--- config.mk ---
export PLATFORM = sky130hd
export DESIGN_NAME = encoder_speed_estimator_core
export DESIGN_NICKNAME = d
export VERILOG_FILES = /design/src/rtl/enc_spd_pkg.sv /design/src/rtl/encoder_speed_estimator_core.sv /design/src/rtl/enc_spd_ctrl.sv /design/src/rtl/enc_spd_dp.sv
export SDC_FILE = /design/constraint.sdc
export NUM_CORES = 2
export LEC_CHECK = 0
export BUFFER_PORTS_ARGS = -buffer_cell sky130_fd_sc_hd__buf_4
export CAP_MARGIN = 40
export CORE_ASPECT_RATIO = 1.1
export CORE_UTILIZATION = 59
export CTS_CLUSTER_DIAMETER = 60
export CTS_CLUSTER_SIZE = 10
export DETAILED_ROUTE_END_ITERATION = 10
export PLACE_DENSITY = 0.84
export SYNTH_ARGS = -nofsm -noshare
export SYNTH_HDL_FRONTEND = slang
export SYNTH_HIERARCHICAL = 1
export SYNTH_SLANG_ARGS = --single-unit
--- constraint.sdc ---
create_clock -name clk_i -period 8.76 [get_ports clk_i]
set_input_delay 1.752 -clock clk_i [delete_from_list [all_inputs] [get_ports clk_i]]
set_output_delay 1.752 -clock clk_i [all_outputs]
set_load 0.05 [all_outputs]
--- src/rtl/enc_spd_pkg.sv ---
// ----------------------------------------------------------------------------
// Encoder speed estimator package
// Shared constants, controller states and the command and status bundles
// that pass between the controller and the datapath.
// ----------------------------------------------------------------------------
`default_nettype none

package enc_spd_pkg;

  // Default angle resolution in bits.
  localparam int unsigned ANGLE_BITS_DEF = 12;

  // Fixed widths of the sample and result fields.
  localparam int unsigned RAW_ANGLE_W = 12;
  localparam int unsigned TIME_W      = 48;
  localparam int unsigned GEAR_W      = 16;
  localparam int unsigned RAD_W       = 16;
  localparam int unsigned RPM_W       = 32;
  localparam int unsigned FAULT_W     = 16;

  // Microseconds per minute and the width it needs.
  localparam int unsigned           US_PER_MIN_W = 26;
  localparam logic [US_PER_MIN_W-1:0] US_PER_MIN = 26'd60000000;

  // The speed numerator is at most 2^15 * 60e6, which fits in 41 bits
  // whatever the angle resolution.
  localparam int unsigned NUM_W = 41;
  // The divisor is only formed when the elapsed time fits the numerator.
  localparam int unsigned DIV_W = NUM_W + GEAR_W;
  localparam int unsigned CNT_W = $clog2(NUM_W);

  // 2*pi in unsigned Q29.
  localparam logic [31:0] TWO_PI_Q29 = 32'd3373259426;

  localparam logic [GEAR_W-1:0] GEAR_RESET = 16'd256;

  localparam logic [RPM_W-1:0] RPM_MAX = 32'h7FFF_FFFF;
  localparam logic [RPM_W-1:0] RPM_MIN = 32'h8000_0000;

  // Operation codes of the op field.
  localparam logic OP_START  = 1'b0;
  localparam logic OP_SAMPLE = 1'b1;

  typedef enum logic [2:0] {
    ST_IDLE,
    ST_PREP,
    ST_LOAD,
    ST_DIV,
    ST_FILT,
    ST_EMIT
  } state_e;

  typedef struct packed {
    logic capture;
    logic prep;
    logic load;
    logic div_step;
    logic filt;
    logic emit;
  } ctrl_cmd_t;

  typedef struct packed {
    logic speed;     // a speed is to be computed for this word
    logic quo_zero;  // elapsed time exceeds the numerator, quotient is zero
    logic div_last;  // final division step
    logic out_free;  // output register can take a result this cycle
  } dp_status_t;

endpackage : enc_spd_pkg

`default_nettype wire

--- src/rtl/encoder_speed_estimator_core.sv ---
// ----------------------------------------------------------------------------
// Encoder speed estimator core
// Turns magnetic angle samples into angle, radians and filtered rpm.
// ----------------------------------------------------------------------------
// Input words (op, raw_angle, magnet_present, bus_error, time_us) enter on a
// valid/ready channel; each gives exactly one result word on the output
// valid/ready channel. The gear ratio register is written through cfg_we_i
// and cfg_wdata_i; the user must do so only while the core is idle, as the
// core does not enforce it. A word whose speed needs a division passes
// through preparation, divider load, 41 steps of the one-bit-per-cycle
// restoring divider, filter and hand-over before its result is offered. A
// word whose elapsed time exceeds the speed numerator skips the divider;
// words without a speed also skip the filter. The core takes a new word
// only after hand-over of the last, and is ready the cycle after hand-over.
// The core accepts a new word as soon as the previous result has moved to the
// output register, even while that result waits for out_ready_i. If the
// receiver stalls, a finished result waits in the controller until the
// output register is free.
// Reset clears the sample history, the filter, the fault counter and any
// pending result, and sets the gear ratio to 1.0 (256 in Q8).
// ----------------------------------------------------------------------------
`default_nettype none

module encoder_speed_estimator_core #(
  parameter int unsigned ANGLE_BITS = enc_spd_pkg::ANGLE_BITS_DEF
) (
  input  logic                                 clk_i,
  input  logic                                 rst_ni,
  input  logic                                 cfg_we_i,
  input  logic [enc_spd_pkg::GEAR_W-1:0]       cfg_wdata_i,
  input  logic                                 in_valid_i,
  output logic                                 in_ready_o,
  input  logic                                 op_i,
  input  logic [enc_spd_pkg::RAW_ANGLE_W-1:0]  raw_angle_i,
  input  logic                                 magnet_present_i,
  input  logic                                 bus_error_i,
  input  logic [enc_spd_pkg::TIME_W-1:0]       time_us_i,
  output logic                                 out_valid_o,
  input  logic                                 out_ready_i,
  output logic                                 ok_o,
  output logic                                 magnet_seen_o,
  output logic [enc_spd_pkg::RAW_ANGLE_W-1:0]  angle_out_o,
  output logic [enc_spd_pkg::RAD_W-1:0]        angle_rad_q13_o,
  output logic signed [enc_spd_pkg::RPM_W-1:0] rpm_q8_o,
  output logic                                 rpm_fresh_o,
  output logic [enc_spd_pkg::FAULT_W-1:0]      fault_count_o,
  output logic [enc_spd_pkg::TIME_W-1:0]       stamp_out_o
);
  import enc_spd_pkg::*;

  ctrl_cmd_t  cmd;
  dp_status_t status;

  enc_spd_ctrl u_ctrl (
    .clk_i      (clk_i),
    .rst_ni     (rst_ni),
    .in_valid_i (in_valid_i),
    .in_ready_o (in_ready_o),
    .status_i   (status),
    .cmd_o      (cmd)
  );

  enc_spd_dp #(
    .ANGLE_BITS (ANGLE_BITS)
  ) u_dp (
    .clk_i            (clk_i),
    .rst_ni           (rst_ni),
    .cfg_we_i         (cfg_we_i),
    .cfg_wdata_i      (cfg_wdata_i),
    .op_i             (op_i),
    .raw_angle_i      (raw_angle_i),
    .magnet_present_i (magnet_present_i),
    .bus_error_i      (bus_error_i),
    .time_us_i        (time_us_i),
    .cmd_i            (cmd),
    .status_o         (status),
    .out_valid_o      (out_valid_o),
    .out_ready_i      (out_ready_i),
    .ok_o             (ok_o),
    .magnet_seen_o    (magnet_seen_o),
    .angle_out_o      (angle_out_o),
    .angle_rad_q13_o  (angle_rad_q13_o),
    .rpm_q8_o         (rpm_q8_o),
    .rpm_fresh_o      (rpm_fresh_o),
    .fault_count_o    (fault_count_o),
    .stamp_out_o      (stamp_out_o)
  );

endmodule : encoder_speed_estimator_core

`default_nettype wire

--- src/rtl/enc_spd_ctrl.sv ---
// ----------------------------------------------------------------------------
// Encoder speed estimator controller
// Sequences one input word through preparation, the iterative division and
// the smoothing filter where needed, and the hand-over to the output register.
// ----------------------------------------------------------------------------
`default_nettype none

module enc_spd_ctrl (
  input  logic                    clk_i,
  input  logic                    rst_ni,
  input  logic                    in_valid_i,
  output logic                    in_ready_o,
  input  enc_spd_pkg::dp_status_t status_i,
  output enc_spd_pkg::ctrl_cmd_t  cmd_o
);
  import enc_spd_pkg::*;

  state_e state_q, state_d;

  always_ff @(posedge clk_i or negedge rst_ni) begin
    if (!rst_ni) begin
      state_q <= ST_IDLE;
    end else begin
      state_q <= state_d;
    end
  end

  always_comb begin
    state_d    = state_q;
    cmd_o      = '0;
    in_ready_o = 1'b0;
    unique case (state_q)
      ST_IDLE: begin
        in_ready_o = 1'b1;
        if (in_valid_i) begin
          cmd_o.capture = 1'b1;
          state_d       = ST_PREP;
        end
      end
      ST_PREP: begin
        cmd_o.prep = 1'b1;
        state_d    = ST_LOAD;
      end
      ST_LOAD: begin
        cmd_o.load = 1'b1;
        if (!status_i.speed) begin
          state_d = ST_EMIT;
        end else if (status_i.quo_zero) begin
          state_d = ST_FILT;
        end else begin
          state_d = ST_DIV;
        end
      end
      ST_DIV: begin
        cmd_o.div_step = 1'b1;
        if (status_i.div_last) begin
          state_d = ST_FILT;
        end
      end
      ST_FILT: begin
        cmd_o.filt = 1'b1;
        state_d    = ST_EMIT;
      end
      ST_EMIT: begin
        if (status_i.out_free) begin
          cmd_o.emit = 1'b1;
          state_d    = ST_IDLE;
        end
      end
      default: begin
        state_d = ST_IDLE;
      end
    endcase
  end

endmodule : enc_spd_ctrl

`default_nettype wire

--- src/rtl/enc_spd_dp.sv ---
// ----------------------------------------------------------------------------
// Encoder speed estimator datapath
// Holds the sensor state, the gear ratio register, the restoring divider,
// the exponential filter and the output register.
// ----------------------------------------------------------------------------
`default_nettype none

module enc_spd_dp #(
  parameter int unsigned ANGLE_BITS = enc_spd_pkg::ANGLE_BITS_DEF
) (
  input  logic                                 clk_i,
  input  logic                                 rst_ni,
  input  logic                                 cfg_we_i,
  input  logic [enc_spd_pkg::GEAR_W-1:0]       cfg_wdata_i,
  input  logic                                 op_i,
  input  logic [enc_spd_pkg::RAW_ANGLE_W-1:0]  raw_angle_i,
  input  logic                                 magnet_present_i,
  input  logic                                 bus_error_i,
  input  logic [enc_spd_pkg::TIME_W-1:0]       time_us_i,
  input  enc_spd_pkg::ctrl_cmd_t               cmd_i,
  output enc_spd_pkg::dp_status_t              status_o,
  output logic                                 out_valid_o,
  input  logic                                 out_ready_i,
  output logic                                 ok_o,
  output logic                                 magnet_seen_o,
  output logic [enc_spd_pkg::RAW_ANGLE_W-1:0]  angle_out_o,
  output logic [enc_spd_pkg::RAD_W-1:0]        angle_rad_q13_o,
  output logic signed [enc_spd_pkg::RPM_W-1:0] rpm_q8_o,
  output logic                                 rpm_fresh_o,
  output logic [enc_spd_pkg::FAULT_W-1:0]      fault_count_o,
  output logic [enc_spd_pkg::TIME_W-1:0]       stamp_out_o
);
  import enc_spd_pkg::*;

  localparam int unsigned D_W      = ANGLE_BITS + 2;
  localparam int unsigned MULNUM_W = ANGLE_BITS + US_PER_MIN_W;
  localparam int unsigned NUM_SH   = 16 - ANGLE_BITS;
  localparam int unsigned RADP_W   = ANGLE_BITS + 32;
  localparam logic signed [D_W-1:0] FULL = D_W'(1) <<< ANGLE_BITS;
  localparam logic signed [D_W-1:0] HALF = D_W'(1) <<< (ANGLE_BITS - 1);

  // Architectural state.
  logic [GEAR_W-1:0]     gear_q;
  logic [ANGLE_BITS-1:0] last_angle_q;
  logic [TIME_W-1:0]     last_time_q;
  logic [RPM_W-1:0]      smoothed_q;
  logic                  primed_q;
  logic [FAULT_W-1:0]    tally_q;
  logic                  out_valid_q;

  // Captured word and working registers.
  logic                  op_q;
  logic [ANGLE_BITS-1:0] angle_q;
  logic                  magnet_q;
  logic                  berr_q;
  logic [TIME_W-1:0]     now_q;
  logic                  speed_q;
  logic                  neg_q;
  logic [NUM_W-1:0]      num_q;
  logic [TIME_W-1:0]     dt_q;
  logic [RAD_W-1:0]      rad_q;
  logic [DIV_W-1:0]      divisor_q;
  logic [DIV_W-1:0]      rem_q;
  logic [NUM_W-1:0]      quo_q;
  logic [CNT_W-1:0]      cnt_q;

  // Output register.
  logic                  ok_q;
  logic                  magnet_seen_q;
  logic [RAW_ANGLE_W-1:0] angle_out_q;
  logic [RAD_W-1:0]      rad_out_q;
  logic [RPM_W-1:0]      rpm_q;
  logic                  fresh_q;
  logic [FAULT_W-1:0]    fault_q;
  logic [TIME_W-1:0]     stamp_q;

  // Angle difference, wrapped to plus or minus half a turn.
  logic signed [D_W-1:0]  diff_w;
  logic signed [D_W-1:0]  delta_w;
  logic [ANGLE_BITS-1:0]  mag_w;
  logic [MULNUM_W-1:0]    num_raw_w;
  logic [NUM_W-1:0]       num_w;
  logic [RADP_W-1:0]      rad_full_w;

  always_comb begin
    diff_w = $signed({2'b00, angle_q}) - $signed({2'b00, last_angle_q});
    if (diff_w > HALF) begin
      delta_w = diff_w - FULL;
    end else if (diff_w < -HALF) begin
      delta_w = diff_w + FULL;
    end else begin
      delta_w = diff_w;
    end
    mag_w      = delta_w[D_W-1] ? ANGLE_BITS'(-delta_w) : ANGLE_BITS'(delta_w);
    num_raw_w  = MULNUM_W'(mag_w) * MULNUM_W'(US_PER_MIN);
    num_w      = NUM_W'(num_raw_w) << NUM_SH;
    rad_full_w = RADP_W'(angle_q) * RADP_W'(TWO_PI_Q29)
               + (RADP_W'(1) << (ANGLE_BITS + 15));
  end

  // Divider support.
  logic [GEAR_W-1:0] gear_eff_w;
  logic [DIV_W:0]    trial_w;
  logic              fits_w;

  assign gear_eff_w = (gear_q == '0) ? GEAR_W'(1) : gear_q;
  assign trial_w    = {rem_q, quo_q[NUM_W-1]};
  assign fits_w     = trial_w >= {1'b0, divisor_q};

  // Saturation of the instantaneous speed and the smoothing filter.
  logic [RPM_W-1:0]         inst_w;
  logic signed [RPM_W:0]    fdiff_w;
  logic signed [RPM_W:0]    fstep_w;
  logic signed [RPM_W+1:0]  fsum_w;
  logic [RPM_W-1:0]         fnext_w;

  always_comb begin
    if (neg_q) begin
      inst_w = (quo_q >= NUM_W'(RPM_MIN)) ? RPM_MIN : -RPM_W'(quo_q);
    end else begin
      inst_w = (quo_q > NUM_W'(RPM_MAX)) ? RPM_MAX : RPM_W'(quo_q);
    end
    fdiff_w = $signed({inst_w[RPM_W-1], inst_w})
            - $signed({smoothed_q[RPM_W-1], smoothed_q});
    // Arithmetic shift gives the floor of a quarter.
    fstep_w = fdiff_w >>> 2;
    fsum_w  = $signed({{2{smoothed_q[RPM_W-1]}}, smoothed_q})
            + $signed({fstep_w[RPM_W], fstep_w});
    if (fsum_w[RPM_W+1:RPM_W-1] == 3'b000 || fsum_w[RPM_W+1:RPM_W-1] == 3'b111) begin
      fnext_w = fsum_w[RPM_W-1:0];
    end else if (fsum_w[RPM_W+1]) begin
      fnext_w = RPM_MIN;
    end else begin
      fnext_w = RPM_MAX;
    end
  end

  logic [FAULT_W-1:0] tally_next_w;
  assign tally_next_w = (tally_q == '1) ? tally_q : tally_q + FAULT_W'(1);

  // Status to the controller.
  assign status_o.speed    = speed_q;
  assign status_o.quo_zero = dt_q > TIME_W'(num_q);
  assign status_o.div_last = cnt_q == CNT_W'(NUM_W - 1);
  assign status_o.out_free = !out_valid_q || out_ready_i;

  // Control and architectural state.
  always_ff @(posedge clk_i or negedge rst_ni) begin
    if (!rst_ni) begin
      gear_q       <= GEAR_RESET;
      last_angle_q <= '0;
      last_time_q  <= '0;
      smoothed_q   <= '0;
      primed_q     <= 1'b0;
      tally_q      <= '0;
      out_valid_q  <= 1'b0;
      cnt_q        <= '0;
    end else begin
      if (cfg_we_i) begin
        gear_q <= cfg_wdata_i;
      end
      if (cmd_i.load) begin
        cnt_q <= '0;
      end else if (cmd_i.div_step) begin
        cnt_q <= cnt_q + CNT_W'(1);
      end
      if (cmd_i.filt) begin
        smoothed_q <= fnext_w;
      end
      if (cmd_i.emit) begin
        out_valid_q <= 1'b1;
      end else if (out_valid_q && out_ready_i) begin
        out_valid_q <= 1'b0;
      end
      if (cmd_i.emit) begin
        if (berr_q) begin
          tally_q <= tally_next_w;
        end else if (op_q == OP_START) begin
          if (magnet_q) begin
            last_angle_q <= angle_q;
            last_time_q  <= now_q;
            smoothed_q   <= '0;
            primed_q     <= 1'b1;
          end
        end else begin
          last_angle_q <= angle_q;
          last_time_q  <= now_q;
          primed_q     <= 1'b1;
        end
      end
    end
  end

  // Payload registers.
  always_ff @(posedge clk_i) begin
    if (cmd_i.capture) begin
      op_q     <= op_i;
      angle_q  <= ANGLE_BITS'(raw_angle_i);
      magnet_q <= magnet_present_i;
      berr_q   <= bus_error_i;
      now_q    <= time_us_i;
    end
    if (cmd_i.prep) begin
      speed_q <= !berr_q && (op_q == OP_SAMPLE) && primed_q && (now_q > last_time_q);
      neg_q   <= delta_w[D_W-1];
      num_q   <= num_w;
      dt_q    <= now_q - last_time_q;
      rad_q   <= rad_full_w[RADP_W-1 -: RAD_W];
    end
    if (cmd_i.load) begin
      divisor_q <= DIV_W'(dt_q[NUM_W-1:0]) * DIV_W'(gear_eff_w);
      rem_q     <= '0;
      quo_q     <= status_o.quo_zero ? '0 : num_q;
    end else if (cmd_i.div_step) begin
      // The dividend shifts out of the top while quotient bits enter below.
      rem_q <= fits_w ? DIV_W'(trial_w - {1'b0, divisor_q}) : trial_w[DIV_W-1:0];
      quo_q <= {quo_q[NUM_W-2:0], fits_w};
    end
    if (cmd_i.emit) begin
      ok_q          <= !berr_q && magnet_q;
      magnet_seen_q <= !berr_q && magnet_q;
      angle_out_q   <= berr_q ? '0 : RAW_ANGLE_W'(angle_q);
      rad_out_q     <= berr_q ? '0 : rad_q;
      rpm_q         <= speed_q ? smoothed_q : '0;
      fresh_q       <= speed_q;
      fault_q       <= berr_q ? tally_next_w : tally_q;
      stamp_q       <= berr_q ? '0 : now_q;
    end
  end

  assign out_valid_o     = out_valid_q;
  assign ok_o            = ok_q;
  assign magnet_seen_o   = magnet_seen_q;
  assign angle_out_o     = angle_out_q;
  assign angle_rad_q13_o = rad_out_q;
  assign rpm_q8_o        = $signed(rpm_q);
  assign rpm_fresh_o     = fresh_q;
  assign fault_count_o   = fault_q;
  assign stamp_out_o     = stamp_q;

endmodule : enc_spd_dp

`default_nettype wire

==> qor.yml <==
status:
  outcome: "complete, no violations"
global_routing:
  grt_pass1_vias: 48800
  grt_pass1_wl_mm: 253
  grt_antenna_before_repair: 1
  grt.total_usage: 0.303
  gr-total-overflow: 0
  grt_max_degree: 195
clock_tree:
  cts.sinks: 574
  path_clk_slew_ns: 0.06
  cts_tree: "yes"
  htreeDepth: 3
  clock_latency_ns: 0.67
  numCtsBuffers: 75
  clk_path_buf_depth: 3
  clock-root-buffer: "clkbuf_16"
worst_setup_path:
  critPathMaxStageDelay_ns: 0.53
  cp_data_arrival_time_ns: 8.78
  crit_path_end_kind: "flip-flop"
  ff2ff_setup_slack_ns: 0.38
  crit_path_top_delay_cell: "fa_1"
  crit_type: "reg -> reg"
  start_kind: "flip-flop"
  required_ns: 9.16
  cp_max_fo: 3
  path_common_cell: "inv_1"
finish:
  mostFrequentLayoutCell: "inv_1"
  layout_common_cells: "inv_1, nand2_1, fa_1"
  antenna_cells: 0
  fill_cells: 7760
  regArea_mm2: 0.0160
  drive_gt1_frac: 0.0886
  fin_cells: 7968
  multi_input_area_mm2: 0.0403
  nNetsFinal: 7870
  syn_to_final_growth_pct: 9.99
sta:
  setup_viol: 0
  finalHoldViolCount: 0
  slew_headroom: 0.275
  fin_crit_sh: 0.957
  worst_hold_slack_ns: 0.490
  timing.final.ws_setup_ns: 0.378
  rsz0062_at_grt: "true"
  fin_crit_ns: 8.38
  fmax_mhz: 119
  tns_ns: 0
  worst_slew_pin_slew_ns: 1.09
  skew_ns: 0.0434
  final-max-slew-violation-count: 0
floorplanning:
  die_y_um: 340
  rows: 123
  ios: 213
  start_util: 0.597
  die_area_mm2: 0.105
  die_w_um: 309
  coreArea_mm2: 0.102
place:
  port_buffers: 212
  gp_congestion: 0.993
  pre_cts_ws_ns: -0.0822
  placedCellCount: 7829
  place_hpwl_mm: 122
routing:
  drcViolationCount: 0
  wire_per_inst_um: 19.7
  vias: 46900
  initialDrtViolationCount: 3855
  via_per_inst: 5.88
  first_pass_iters: 7
  postRouteAntennaNets: 0
  finalWirelength_mm: 157
min_path:
  min_path_type: "reg -> reg"
synthesis:
  syn_area_mm2: 0.0612
  syn-mean-instance-area_um2: 9.61
  synthDistinctLibCells: 95
  ys_ff_latch: 574
  synth_warnings: 6
  syn_nets: 7700
  ys_seq_area_frac: 0.261
  synth-edff-count: 382
  synthCells: 6366
  ys.flop_type: "edfxtp_1"
  async_reset_ff_frac: 0.235
flow_run:
  cap_viol_max_count: 0
-- layout make-up --
class	instances	share of cell area
Timing Repair Buffer	345	0.0425
Inverter	1066	0.0595
Sequential cell	574	0.238
Tap cell	1375	0.0256
Multi-Input combinational cell	4474	0.599
Clock inverter	23	0.00537
Clock buffer	111	0.0300
-- layer usage --
| metal | vias to the layer above | track usage | routed length, um |
|---|---|---|---|
| met5 | - | 0 | 0 |
| li1 | 21400 | - | - |
| met4 | 0 | 0.123 | 6830 |
| met2 | 1938 | 0.514 | 76700 |
| met1 | 23100 | 0.382 | 61700 |
| met3 | 425 | 0.0516 | 11700 |
-- sequential cells by signal, summed over array words and instances (netlist names), 32 cells and up --
register / flops
u_dp/rem_q: 57
u_dp/stamp_out_o: 48
u_dp/rpm_q8_o: 32
u_dp/now_q: 48
u_dp/quo_q: 41
u_dp/last_time_q: 48
u_dp/smoothed_q: 32
u_dp/dt_q: 48
u_dp/divisor_q: 57
-- cell usage after synthesis (118+ instances only) --
master    number  area (um2)
a21o_1       160        1200
a21oi_1      245        1230
and2_1       278        1740
clkbuf_1     237         890
dfrtp_1      134        3350
edfxtp_1     382       11500
fa_1         702       14100
ha_1         548        6860
inv_1       1063        3990
nand2_1      744        2790
nor2_1       275        1030
nor2b_1      118         738
o21ai_0      161         806
xnor2_1      200        1750
-- through the flow --
step	utilization	area, um2
after detailed placement	0.632	64800
final	0.656	67300
after global routing	0.656	67300
after CTS	0.655	67100
after global placement	0.628	64400
after floorplan	-	61200
-- final timing paths --
path | startpoint | to | cells after the start
max | u_dp/angle_q[0]$_DFFE_PP_ | u_dp/num_q[39]$_DFFE_PP_ | 37
min | u_dp/last_time_q[0]$_DFFE_PN0P_ | u_dp/last_time_q[0]$_DFFE_PN0P_ | 2
max reg2reg | u_dp/angle_q[0]$_DFFE_PP_ | u_dp/num_q[39]$_DFFE_PP_ | 37
min reg2reg | u_dp/last_time_q[0]$_DFFE_PN0P_ | u_dp/last_time_q[0]$_DFFE_PN0P_ | 2
max in group asynchronous | rst_ni | u_dp/gear_q[10]$_DFFE_PN0P_ | 3
min in group asynchronous | rst_ni | u_dp/smoothed_q[27]$_DFF_PN0_ | 1
-- timing repair --
action,CTS,global route
endpoints found under the setup margin,1,36
resized for setup,2,20
setup buffers,0,4
pin swaps,0,6
hold buffers,0,0
-- critical path: cells and delay by family (launching register included) --
kind                       cells  cell delay, ns
adders and majority gates      8            3.20
and+or+nand+nor                7            1.20
xor gates and xnor gates       3            0.36
DFF                            1            0.38
buffers and inverters          8            0.58
AOI/OAI and AO/OA             11            2.39
-- logic make-up (layout without fill, tap and decap cells) --
kind of cell,count (synthesis),after routing,synth area share
adder cells (fa/ha/maj),1253,1253,0.342
XOR/XNOR,291,291,0.0417
buffers and inverters,1318,1545,0.0816
AO/OA/AOI/OAI,1015,1015,0.112
multiplexers,84,84,0.0152
flip-flops,574,574,0.261
AND/OR/NAND/NOR,1831,1831,0.146
Power is left out: the tool's default activity adds up to more than one toggle a clock period on the data nets, which glitch-free logic cannot reach.
